===== src/rtl/tppp_pkg.sv =====
`timescale 1ns / 1ps
package tppp_pkg;

    localparam int MAX_WIDTH_DEF  = 84;
    localparam int MAX_HEIGHT_DEF = 48;

    localparam logic [7:0] PAGE_CMD   = 8'h40;
    localparam logic [7:0] COLUMN_CMD = 8'h80;
    localparam int         BAND_ROWS  = 8;
    localparam int         ENTRY_W    = BAND_ROWS - 1;

    localparam int QUEUE_DEPTH = 4;
    localparam int QPTR_W      = $clog2(QUEUE_DEPTH);
    localparam int QCNT_W      = $clog2(QUEUE_DEPTH + 1);

    localparam logic [7:0] THRESHOLD_RST    = 8'd128;
    localparam logic [6:0] IMAGE_WIDTH_RST  = 7'd84;
    localparam logic [5:0] IMAGE_HEIGHT_RST = 6'd48;
    localparam logic [6:0] START_COLUMN_RST = 7'd0;
    localparam logic [2:0] START_PAGE_RST   = 3'd0;

    typedef enum logic [2:0] {
        REG_THRESHOLD    = 3'd0,
        REG_IMAGE_WIDTH  = 3'd1,
        REG_IMAGE_HEIGHT = 3'd2,
        REG_START_COLUMN = 3'd3,
        REG_START_PAGE   = 3'd4
    } reg_index_t;

    typedef struct packed {
        logic [7:0] threshold;
        logic [6:0] image_width;
        logic [5:0] image_height;
        logic [6:0] start_column;
        logic [2:0] start_page;
    } cfg_t;

    // one band byte waiting for the output side
    typedef struct packed {
        logic [7:0] data_byte;
        logic [7:0] page_byte;
        logic       with_cmd;
        logic       end_img;
    } job_t;

endpackage


===== src/rtl/pixel_if.sv =====
`timescale 1ns / 1ps
interface pixel_if;
    logic       valid;
    logic       ready;
    logic [7:0] pixel;

    modport source (output valid, output pixel, input ready);
    modport sink (input valid, input pixel, output ready);
endinterface


===== src/rtl/lcd_if.sv =====
`timescale 1ns / 1ps
interface lcd_if;
    logic       valid;
    logic       ready;
    logic [7:0] lcd_byte;
    logic       is_data;
    logic       last_of_run;
    logic       end_of_image;

    modport source (output valid, output lcd_byte, output is_data, output last_of_run,
                    output end_of_image, input ready);
    modport sink (input valid, input lcd_byte, input is_data, input last_of_run,
                  input end_of_image, output ready);
endinterface


===== src/rtl/tppp_ram.sv =====
`timescale 1ns / 1ps
module tppp_ram #(
    parameter int WIDTH = 8,
    parameter int DEPTH = 16
) (
    input  logic                     clk,
    input  logic                     we,
    input  logic [$clog2(DEPTH)-1:0] waddr,
    input  logic [WIDTH-1:0]         wdata,
    input  logic [$clog2(DEPTH)-1:0] raddr,
    output logic [WIDTH-1:0]         rdata
);

    logic [WIDTH-1:0] mem [DEPTH];

    // read-first on a same-address collision
    always_ff @(posedge clk)
    begin
        if (we)
        begin
            mem[waddr] <= wdata;
        end
        rdata <= mem[raddr];
    end

endmodule


===== src/rtl/tppp_front.sv =====
`timescale 1ns / 1ps
module tppp_front
    import tppp_pkg::*;
#(
    parameter int MAX_WIDTH  = MAX_WIDTH_DEF,
    parameter int MAX_HEIGHT = MAX_HEIGHT_DEF
) (
    input  logic              clk,
    input  logic              rst_n,
    pixel_if.sink             pix,
    input  cfg_t              cfg,
    input  logic              restart,
    input  logic [QCNT_W-1:0] q_count,
    output logic              push_valid,
    output job_t              push_job
);

    localparam int COL_W = $clog2(MAX_WIDTH);
    localparam int ROW_W = $clog2(MAX_HEIGHT);

    logic [COL_W-1:0] col_reg, col_next;
    logic [ROW_W-1:0] row_reg, row_next;
    logic [8:0]       w_raw, h_raw, w_eff, h_eff;
    logic             col_last, row_last, band_last, accept;
    logic [QCNT_W:0]  in_flight;

    logic             s1_valid_reg;
    logic [COL_W-1:0] s1_col_reg;
    logic [2:0]       s1_r_reg;
    logic             s1_dark_reg;
    logic             s1_last_reg;
    logic             s1_cmd_reg;
    logic             s1_end_reg;
    logic [7:0]       s1_page_reg;

    logic               fwd_valid_reg;
    logic [COL_W-1:0]   fwd_addr_reg;
    logic [ENTRY_W-1:0] fwd_data_reg;

    logic [ENTRY_W-1:0] rd_data, entry;
    logic [7:0]         mask, new_byte;
    logic               wr_en;

    always_comb
    begin
        w_raw = 9'(cfg.image_width);
        h_raw = 9'(cfg.image_height);
        if (w_raw == 9'd0)
            w_eff = 9'd1;
        else if (w_raw > 9'(MAX_WIDTH))
            w_eff = 9'(MAX_WIDTH);
        else
            w_eff = w_raw;
        if (h_raw == 9'd0)
            h_eff = 9'd1;
        else if (h_raw > 9'(MAX_HEIGHT))
            h_eff = 9'(MAX_HEIGHT);
        else
            h_eff = h_raw;
    end

    assign col_last  = (9'(col_reg) == (w_eff - 9'd1));
    assign row_last  = (9'(row_reg) == (h_eff - 9'd1));
    assign band_last = (row_reg[2:0] == 3'(BAND_ROWS - 1)) || row_last;

    // room for everything already in flight plus one more word
    assign in_flight = (QCNT_W + 1)'(q_count) + (QCNT_W + 1)'(s1_valid_reg);
    assign pix.ready = (in_flight < (QCNT_W + 1)'(QUEUE_DEPTH));
    assign accept    = pix.valid && pix.ready;

    always_comb
    begin
        col_next = col_reg;
        row_next = row_reg;
        if (restart)
        begin
            col_next = '0;
            row_next = '0;
        end
        else if (accept)
        begin
            if (col_last)
            begin
                col_next = '0;
                row_next = row_last ? '0 : row_reg + ROW_W'(1);
            end
            else
            begin
                col_next = col_reg + COL_W'(1);
            end
        end
    end

    always_ff @(posedge clk or negedge rst_n)
    begin
        if (!rst_n)
        begin
            col_reg       <= '0;
            row_reg       <= '0;
            s1_valid_reg  <= 1'b0;
            fwd_valid_reg <= 1'b0;
        end
        else
        begin
            col_reg       <= col_next;
            row_reg       <= row_next;
            s1_valid_reg  <= accept;
            fwd_valid_reg <= wr_en;
        end
    end

    always_ff @(posedge clk)
    begin
        if (accept)
        begin
            s1_col_reg  <= col_reg;
            s1_r_reg    <= row_reg[2:0];
            s1_dark_reg <= (pix.pixel <= cfg.threshold);
            s1_last_reg <= band_last;
            s1_cmd_reg  <= (col_reg == '0);
            s1_end_reg  <= row_last && col_last;
            s1_page_reg <= PAGE_CMD + 8'(cfg.start_page) + 8'(row_reg >> 3);
        end
        fwd_addr_reg <= s1_col_reg;
        fwd_data_reg <= new_byte[ENTRY_W-1:0];
    end

    tppp_ram #(
        .WIDTH (ENTRY_W),
        .DEPTH (MAX_WIDTH)
    ) u_band_store (
        .clk   (clk),
        .we    (wr_en),
        .waddr (s1_col_reg),
        .wdata (new_byte[ENTRY_W-1:0]),
        .raddr (col_reg),
        .rdata (rd_data)
    );

    // previous cycle's write to the same column is not yet visible in the read
    assign entry    = (fwd_valid_reg && (fwd_addr_reg == s1_col_reg)) ? fwd_data_reg : rd_data;
    assign mask     = (8'd1 << s1_r_reg) - 8'd1;
    assign new_byte = ({1'b0, entry} & mask) | (8'(s1_dark_reg) << s1_r_reg);
    assign wr_en    = s1_valid_reg && !s1_last_reg;

    assign push_valid         = s1_valid_reg && s1_last_reg;
    assign push_job.data_byte = new_byte;
    assign push_job.page_byte = s1_page_reg;
    assign push_job.with_cmd  = s1_cmd_reg;
    assign push_job.end_img   = s1_end_reg;

endmodule


===== src/rtl/tppp_queue.sv =====
`timescale 1ns / 1ps
module tppp_queue
    import tppp_pkg::*;
(
    input  logic              clk,
    input  logic              rst_n,
    input  logic              push_valid,
    input  job_t              push_job,
    input  logic              pop,
    output logic              head_valid,
    output job_t              head_job,
    output logic [QCNT_W-1:0] count
);

    job_t              slot_reg [QUEUE_DEPTH];
    logic [QPTR_W-1:0] wptr_reg, rptr_reg;
    logic [QCNT_W-1:0] count_reg;
    logic              do_pop;

    assign head_valid = (count_reg != '0);
    assign head_job   = slot_reg[rptr_reg];
    assign count      = count_reg;
    assign do_pop     = pop && head_valid;

    always_ff @(posedge clk or negedge rst_n)
    begin
        if (!rst_n)
        begin
            wptr_reg  <= '0;
            rptr_reg  <= '0;
            count_reg <= '0;
        end
        else
        begin
            if (push_valid)
                wptr_reg <= wptr_reg + QPTR_W'(1);
            if (do_pop)
                rptr_reg <= rptr_reg + QPTR_W'(1);
            count_reg <= count_reg + QCNT_W'(push_valid) - QCNT_W'(do_pop);
        end
    end

    always_ff @(posedge clk)
    begin
        if (push_valid)
            slot_reg[wptr_reg] <= push_job;
    end

endmodule


===== src/rtl/tppp_back.sv =====
`timescale 1ns / 1ps
module tppp_back
    import tppp_pkg::*;
(
    input  logic       clk,
    input  logic       rst_n,
    input  logic       head_valid,
    input  job_t       head_job,
    input  logic [6:0] start_column,
    output logic       pop,
    lcd_if.source      lcd
);

    typedef enum logic [2:0] {
        ST_PAGE   = 3'b001,
        ST_COLUMN = 3'b010,
        ST_DATA   = 3'b100
    } phase_t;

    phase_t     state_reg, state_next;
    logic       o_valid_reg, o_valid_next;
    logic [7:0] o_byte_reg, o_byte_next;
    logic       o_data_reg, o_data_next;
    logic       o_last_reg, o_last_next;
    logic       o_end_reg, o_end_next;
    logic       load;

    assign load = !o_valid_reg || lcd.ready;

    always_comb
    begin
        state_next   = state_reg;
        o_valid_next = o_valid_reg && !lcd.ready;
        o_byte_next  = o_byte_reg;
        o_data_next  = o_data_reg;
        o_last_next  = o_last_reg;
        o_end_next   = o_end_reg;
        pop          = 1'b0;
        if (load && head_valid)
        begin
            o_valid_next = 1'b1;
            o_byte_next  = head_job.data_byte;
            o_data_next  = 1'b1;
            o_last_next  = 1'b1;
            o_end_next   = head_job.end_img;
            unique case (state_reg)
                ST_PAGE:
                begin
                    if (head_job.with_cmd)
                    begin
                        o_byte_next = head_job.page_byte;
                        o_data_next = 1'b0;
                        o_last_next = 1'b0;
                        o_end_next  = 1'b0;
                        state_next  = ST_COLUMN;
                    end
                    else
                    begin
                        pop = 1'b1;
                    end
                end
                ST_COLUMN:
                begin
                    o_byte_next = COLUMN_CMD + 8'(start_column);
                    o_data_next = 1'b0;
                    o_last_next = 1'b0;
                    o_end_next  = 1'b0;
                    state_next  = ST_DATA;
                end
                ST_DATA:
                begin
                    pop        = 1'b1;
                    state_next = ST_PAGE;
                end
                default:
                begin
                    state_next = ST_PAGE;
                end
            endcase
        end
    end

    always_ff @(posedge clk or negedge rst_n)
    begin
        if (!rst_n)
        begin
            state_reg   <= ST_PAGE;
            o_valid_reg <= 1'b0;
        end
        else
        begin
            state_reg   <= state_next;
            o_valid_reg <= o_valid_next;
        end
    end

    always_ff @(posedge clk)
    begin
        o_byte_reg <= o_byte_next;
        o_data_reg <= o_data_next;
        o_last_reg <= o_last_next;
        o_end_reg  <= o_end_next;
    end

    assign lcd.valid        = o_valid_reg;
    assign lcd.lcd_byte     = o_byte_reg;
    assign lcd.is_data      = o_data_reg;
    assign lcd.last_of_run  = o_last_reg;
    assign lcd.end_of_image = o_end_reg;

endmodule


===== src/rtl/threshold_pixel_page_packer.sv =====
// Binarizes grey pixels (raster order, at or below threshold = dark bit 1) and packs each
// band of eight rows into display bytes, bit k = band row k, one byte per column when the
// band's last row arrives; the first column of a band is preceded by a set-page and a
// set-column command word. Takes one pixel per cycle while the queue has room, with a
// band-store read per pixel and a write outside the band's last row; a four-entry queue
// separates the front end from the output sequencer, which sends one word per cycle while
// the display is ready. The two band-start command words cost the input a stall even when
// the output never stalls; images so narrow that band rows yield more words than pixels
// run at the output's pace. Any configuration write restarts the frame at row 0, column 0.
`timescale 1ns / 1ps
module threshold_pixel_page_packer
    import tppp_pkg::*;
#(
    parameter int MAX_WIDTH  = MAX_WIDTH_DEF,
    parameter int MAX_HEIGHT = MAX_HEIGHT_DEF
) (
    input  logic       clk,
    input  logic       rst_n,
    input  logic       cfg_we,
    input  logic [2:0] cfg_index,
    input  logic [7:0] cfg_data,
    pixel_if.sink      pix,
    lcd_if.source      lcd
);

    cfg_t              cfg_reg;
    logic              restart;
    logic              push_valid;
    job_t              push_job;
    logic              pop;
    logic              head_valid;
    job_t              head_job;
    logic [QCNT_W-1:0] q_count;

    always_ff @(posedge clk or negedge rst_n)
    begin
        if (!rst_n)
        begin
            cfg_reg.threshold    <= THRESHOLD_RST;
            cfg_reg.image_width  <= IMAGE_WIDTH_RST;
            cfg_reg.image_height <= IMAGE_HEIGHT_RST;
            cfg_reg.start_column <= START_COLUMN_RST;
            cfg_reg.start_page   <= START_PAGE_RST;
        end
        else if (cfg_we)
        begin
            unique case (cfg_index)
                REG_THRESHOLD:    cfg_reg.threshold    <= cfg_data;
                REG_IMAGE_WIDTH:  cfg_reg.image_width  <= cfg_data[6:0];
                REG_IMAGE_HEIGHT: cfg_reg.image_height <= cfg_data[5:0];
                REG_START_COLUMN: cfg_reg.start_column <= cfg_data[6:0];
                REG_START_PAGE:   cfg_reg.start_page   <= cfg_data[2:0];
                default:          cfg_reg              <= cfg_reg;
            endcase
        end
    end

    assign restart = cfg_we && (cfg_index <= REG_START_PAGE);

    tppp_front #(
        .MAX_WIDTH  (MAX_WIDTH),
        .MAX_HEIGHT (MAX_HEIGHT)
    ) u_front (
        .clk        (clk),
        .rst_n      (rst_n),
        .pix        (pix),
        .cfg        (cfg_reg),
        .restart    (restart),
        .q_count    (q_count),
        .push_valid (push_valid),
        .push_job   (push_job)
    );

    tppp_queue u_queue (
        .clk        (clk),
        .rst_n      (rst_n),
        .push_valid (push_valid),
        .push_job   (push_job),
        .pop        (pop),
        .head_valid (head_valid),
        .head_job   (head_job),
        .count      (q_count)
    );

    tppp_back u_back (
        .clk          (clk),
        .rst_n        (rst_n),
        .head_valid   (head_valid),
        .head_job     (head_job),
        .start_column (cfg_reg.start_column),
        .pop          (pop),
        .lcd          (lcd)
    );

endmodule


===== src/flat_wrapper.sv =====
// flat-port wrapper written by rule: the top's interface ports become plain ports
module threshold_pixel_page_packer_flat import tppp_pkg::*;
#(
    parameter int MAX_WIDTH  = MAX_WIDTH_DEF,
    parameter int MAX_HEIGHT = MAX_HEIGHT_DEF
)
  (clk, rst_n, cfg_we, cfg_index, cfg_data, pix_valid, pix_pixel, pix_ready, lcd_valid, lcd_lcd_byte, lcd_is_data, lcd_last_of_run, lcd_end_of_image, lcd_ready);
  pixel_if pix_i ();
  lcd_if lcd_i ();
  input  logic clk;
  input  logic rst_n;
  input  logic cfg_we;
  input  logic [2:0] cfg_index;
  input  logic [7:0] cfg_data;
  input wire logic [$bits(pix_i.valid)-1:0] pix_valid;
  input wire logic [$bits(pix_i.pixel)-1:0] pix_pixel;
  output wire logic [$bits(pix_i.ready)-1:0] pix_ready;
  output wire logic [$bits(lcd_i.valid)-1:0] lcd_valid;
  output wire logic [$bits(lcd_i.lcd_byte)-1:0] lcd_lcd_byte;
  output wire logic [$bits(lcd_i.is_data)-1:0] lcd_is_data;
  output wire logic [$bits(lcd_i.last_of_run)-1:0] lcd_last_of_run;
  output wire logic [$bits(lcd_i.end_of_image)-1:0] lcd_end_of_image;
  input wire logic [$bits(lcd_i.ready)-1:0] lcd_ready;
  assign pix_i.valid = pix_valid;
  assign pix_i.pixel = pix_pixel;
  assign pix_ready = pix_i.ready;
  assign lcd_valid = lcd_i.valid;
  assign lcd_lcd_byte = lcd_i.lcd_byte;
  assign lcd_is_data = lcd_i.is_data;
  assign lcd_last_of_run = lcd_i.last_of_run;
  assign lcd_end_of_image = lcd_i.end_of_image;
  assign lcd_i.ready = lcd_ready;
  threshold_pixel_page_packer #(.MAX_WIDTH(MAX_WIDTH), .MAX_HEIGHT(MAX_HEIGHT)) u_core (.clk(clk), .rst_n(rst_n), .cfg_we(cfg_we), .cfg_index(cfg_index), .cfg_data(cfg_data), .pix(pix_i), .lcd(lcd_i));
endmodule

===== config.mk =====
export PLATFORM = sky130hd
export DESIGN_NAME = threshold_pixel_page_packer_flat
export DESIGN_NICKNAME = d
export VERILOG_FILES = /design/src/rtl/tppp_pkg.sv /design/src/rtl/pixel_if.sv /design/src/rtl/lcd_if.sv /design/src/rtl/tppp_ram.sv /design/src/rtl/tppp_front.sv /design/src/rtl/tppp_queue.sv /design/src/rtl/tppp_back.sv /design/src/rtl/threshold_pixel_page_packer.sv /design/src/flat_wrapper.sv
export SDC_FILE = /design/constraint.sdc
export NUM_CORES = 1
export LEC_CHECK = 0
export BUFFER_PORTS_ARGS = -buffer_cell sky130_fd_sc_hd__buf_4
export CORE_MARGIN = 2
export CORE_UTILIZATION = 55
export DETAILED_ROUTE_END_ITERATION = 8
export PLACE_DENSITY_LB_ADDON = 0.12
export SYNTH_ARGS = -nofsm -noshare
export SYNTH_HDL_FRONTEND = slang
export SYNTH_SLANG_ARGS = --single-unit

===== constraint.sdc =====
create_clock -name clk -period 8.3 [get_ports clk]
set_input_delay 2.49 -clock clk [delete_from_list [all_inputs] [get_ports clk]]
set_output_delay 2.49 -clock clk [all_outputs]
set_load 0.005 [all_outputs]

==> impl_results.md <==
- Outcome: complete, no violations
- Synth unique cells: between 60 and 70
- Worst skew pair latency: 0.61 ns
- Total track usage: between 20% and 30%
- Die area: 56,510 sq um
- Filler-free cell count of the finished design: ~2,400
- CTS resizes: 0
- Total vias in the final route: 14,770
- Routed wire per std cell: approximately 27 microns
- Clock Path Buffers: 3
- Final Hold Viols: 0
- Post-route cell area: 33,430 sq um
- Post-Syn Nets: approximately 1,600
- CP endpoint kind: output pin
- Most common cell in the netlist: edfxtp_1
- DIE HEIGHT: about 240 microns
- IO Port Bufs: 36
- FILL cells: between 3,000 and 4,000
- Multi-input logic area: between 7000 and 8000 sq um
- Flops & latches, synth: 750
- Clk slew on worst S/H paths: approximately 0.060 ns
- R2r setup slk: roughly 4.5 ns
- Placed cells: between 2,000 and 2,500
- CTS H-tree lvls: 3
- Synth Cell Area: around 30,000 sq um
- Synth area leaders: edfxtp_1, mux4_2, dfrtp_1
- Synth top area share: about two thirds
- Vias in the first global route: between 10,000 and 15,000
- Worst Hold Class: register to register
- Detailed-route wire length: 63,720 microns
- Routed vias/inst: about 6.2
- Initial DRC Count: 1,364
- Dominant cell type by area after synthesis: edfxtp_1
- Req. time, crit path: approximately 5.8 ns
- GP Congestion: approximately 0.79
- EDFF count, synth: 672
- Area delta synth->final: 11.26%
- Initial antenna violation count: 0
- Largest net degree at the start of global routing: 90
- Max IR drop VDD: 0.2287 mV
- Setup violators final: 0
- Post-DRT Antenna Nets: 0
- Dpl cell area: about 31,000 sq um
- Crit path DAT: about 1.9 ns
- Asr flop ratio synth: ~7.6%
- Setup repair after global routing missed its margin: no
- FF/Latch Area: 22,050 sq um
- Setup tns final: 0 ns
- Post-CTS setup buffer count: 0
- Clock sink total: between 700 and 800
- Row count: 85
- Core region area: 53,920 sq um
- Syn Area/Cell: ~19 sq um
- CP Launch Type: register
- Predominant post-synthesis flop cell: edfxtp_1
- Leak: 10.75 nW
- Layout cells sized above 1: between 20% and 30%
- Cts-stage hold buffer count: 0
- Post-layout nets: between 1,500 and 2,000
- CTS Buf Count: 76
- Starting density of the core: between 50% and 60%
- Antenna cells: 0
- Fin crit period: between 4 and 5 ns
- Max reg flops: slightly below 600
- TritonRoute pass-1 iters: 8
- Post-DP HPWL: between 30,000 and 40,000 microns
- Global route overflow: 0
- Place WS: between 3 and 4 ns
- Root buffer cell: clkbuf_16
- Ys Warns: 0
- Power Density: approximately 320 nW/um^2
- Highest clock rate: ~0.23 GHz
- Die width: 237.7 microns
- First-pass GRT wire length: around 96,000 microns
- Synth Instances: between 1,500 and 2,000
- Clk_skew: 0.02233 ns
- Top cells by count, synth: edfxtp_1, mux4_2, nor2_1
- Util after Layout: around 62%
- Headroom to the max-slew limit: roughly 30%
- Worst slew pin tran: roughly 1.1 ns
- Max FO, Critical Path: 5
- WS Path Type: register to output pin
- Seq/Total Area, Yosys: roughly 73%
- DRC Markers: 0
- IO Count: 37
- Max-cap viol count: 0
- Final Cycle Share: a little over half
- CTS tree: yes
- Final slew viol count: 0
- Final setup margin: slightly below 4 ns
## cells by family (layout without fill, tap and decap cells)
logic type / Yosys count / in the layout / share of synthesized area, %
AO/OA/AOI/OAI: 127 / 127 / 2.832
XOR/XNOR: 24 / 24 / 0.6996
adder cells (fa/ha/maj): 26 / 26 / 1.133
buffers and inverters: 102 / 216 / 1.512
flip-flops: 750 / 750 / 73.34
multiplexers: 235 / 235 / 15.60
AND/OR/NAND/NOR: 313 / 313 / 4.881
## area by class of cell
cell class,count,area share [%]
repair buffers,55,1.273
inverters,31,0.3481
clock inverters,33,0.9320
clock buffers,97,6.094
multi-input cells,725,22.80
well taps,696,2.605
flip-flops and latches,750,65.95
## final timing paths
| kind | start | depth (start not counted) | endpoint |
|---|---|---|---|
| max | u_core.u_queue.count[1] | 4 | pix_ready |
| min | u_core.cfg_reg[30] | 2 | u_core.cfg_reg[30] |
| max reg2reg | u_core.u_front.s1_col_reg[0] | 6 | u_core.u_front.u_band_store.mem[59][5] |
| min reg2reg | u_core.cfg_reg[30] | 2 | u_core.cfg_reg[30] |
| max in group asynchronous | rst_n | 1 | u_core.u_front.col_reg[2] |
| min in group asynchronous | rst_n | 1 | u_core.u_back.state_reg[2] |
## report_power, final
part	internal, mW	switching, mW	leakage, nW
clock	1.91	1.36	1.14
sequential	4.69	0.265	7.01
combinational	1.01	1.31	2.61
## routing by layer
metal | track usage (%) | part of all wire (%) | vias to the layer above
li1 | - | - | 6456
met1 | 32.45 | 42 | 7749
met2 | 38.06 | 50 | 447
met3 | 4.076 | 5.7 | 118
met4 | 6.899 | 2.8 | 0
met5 | 0 | 0 | -
## worst max-delay path, cell delays in order (launching register included)
cell	delay, ns
dfrtp_1	0.44
ha_1	0.24
o211a_1	0.21
o22ai_1	0.24
buf_4	0.16
## per-stage QoR
step	power (mW)	hold WS [ns]
finish	10.54	0.5168
global route	10.96	0.5449
CTS	10.64	0.5211
detailed placement	7.381	0.5058
global placement	7.339	0.4905
floorplan	6.596	0.3890
## cells in the final DEF (no fill, tap or decap), drive strengths merged, types with 25 or more instances in the layout
cell | synthesis | routed
a21oi | 25 | 25
buf | 42 | 55
clkbuf | 29 | 97
dfrtp | 50 | 50
edfxtp | 672 | 672
inv | 31 | 33
mux2 | 26 | 26
mux2i | 25 | 25
mux4 | 184 | 184
nand2 | 92 | 92
nand3 | 27 | 27
nor2 | 108 | 108
o21ai | 43 | 43
No activity file was read; power rests on OpenSTA's default activity.
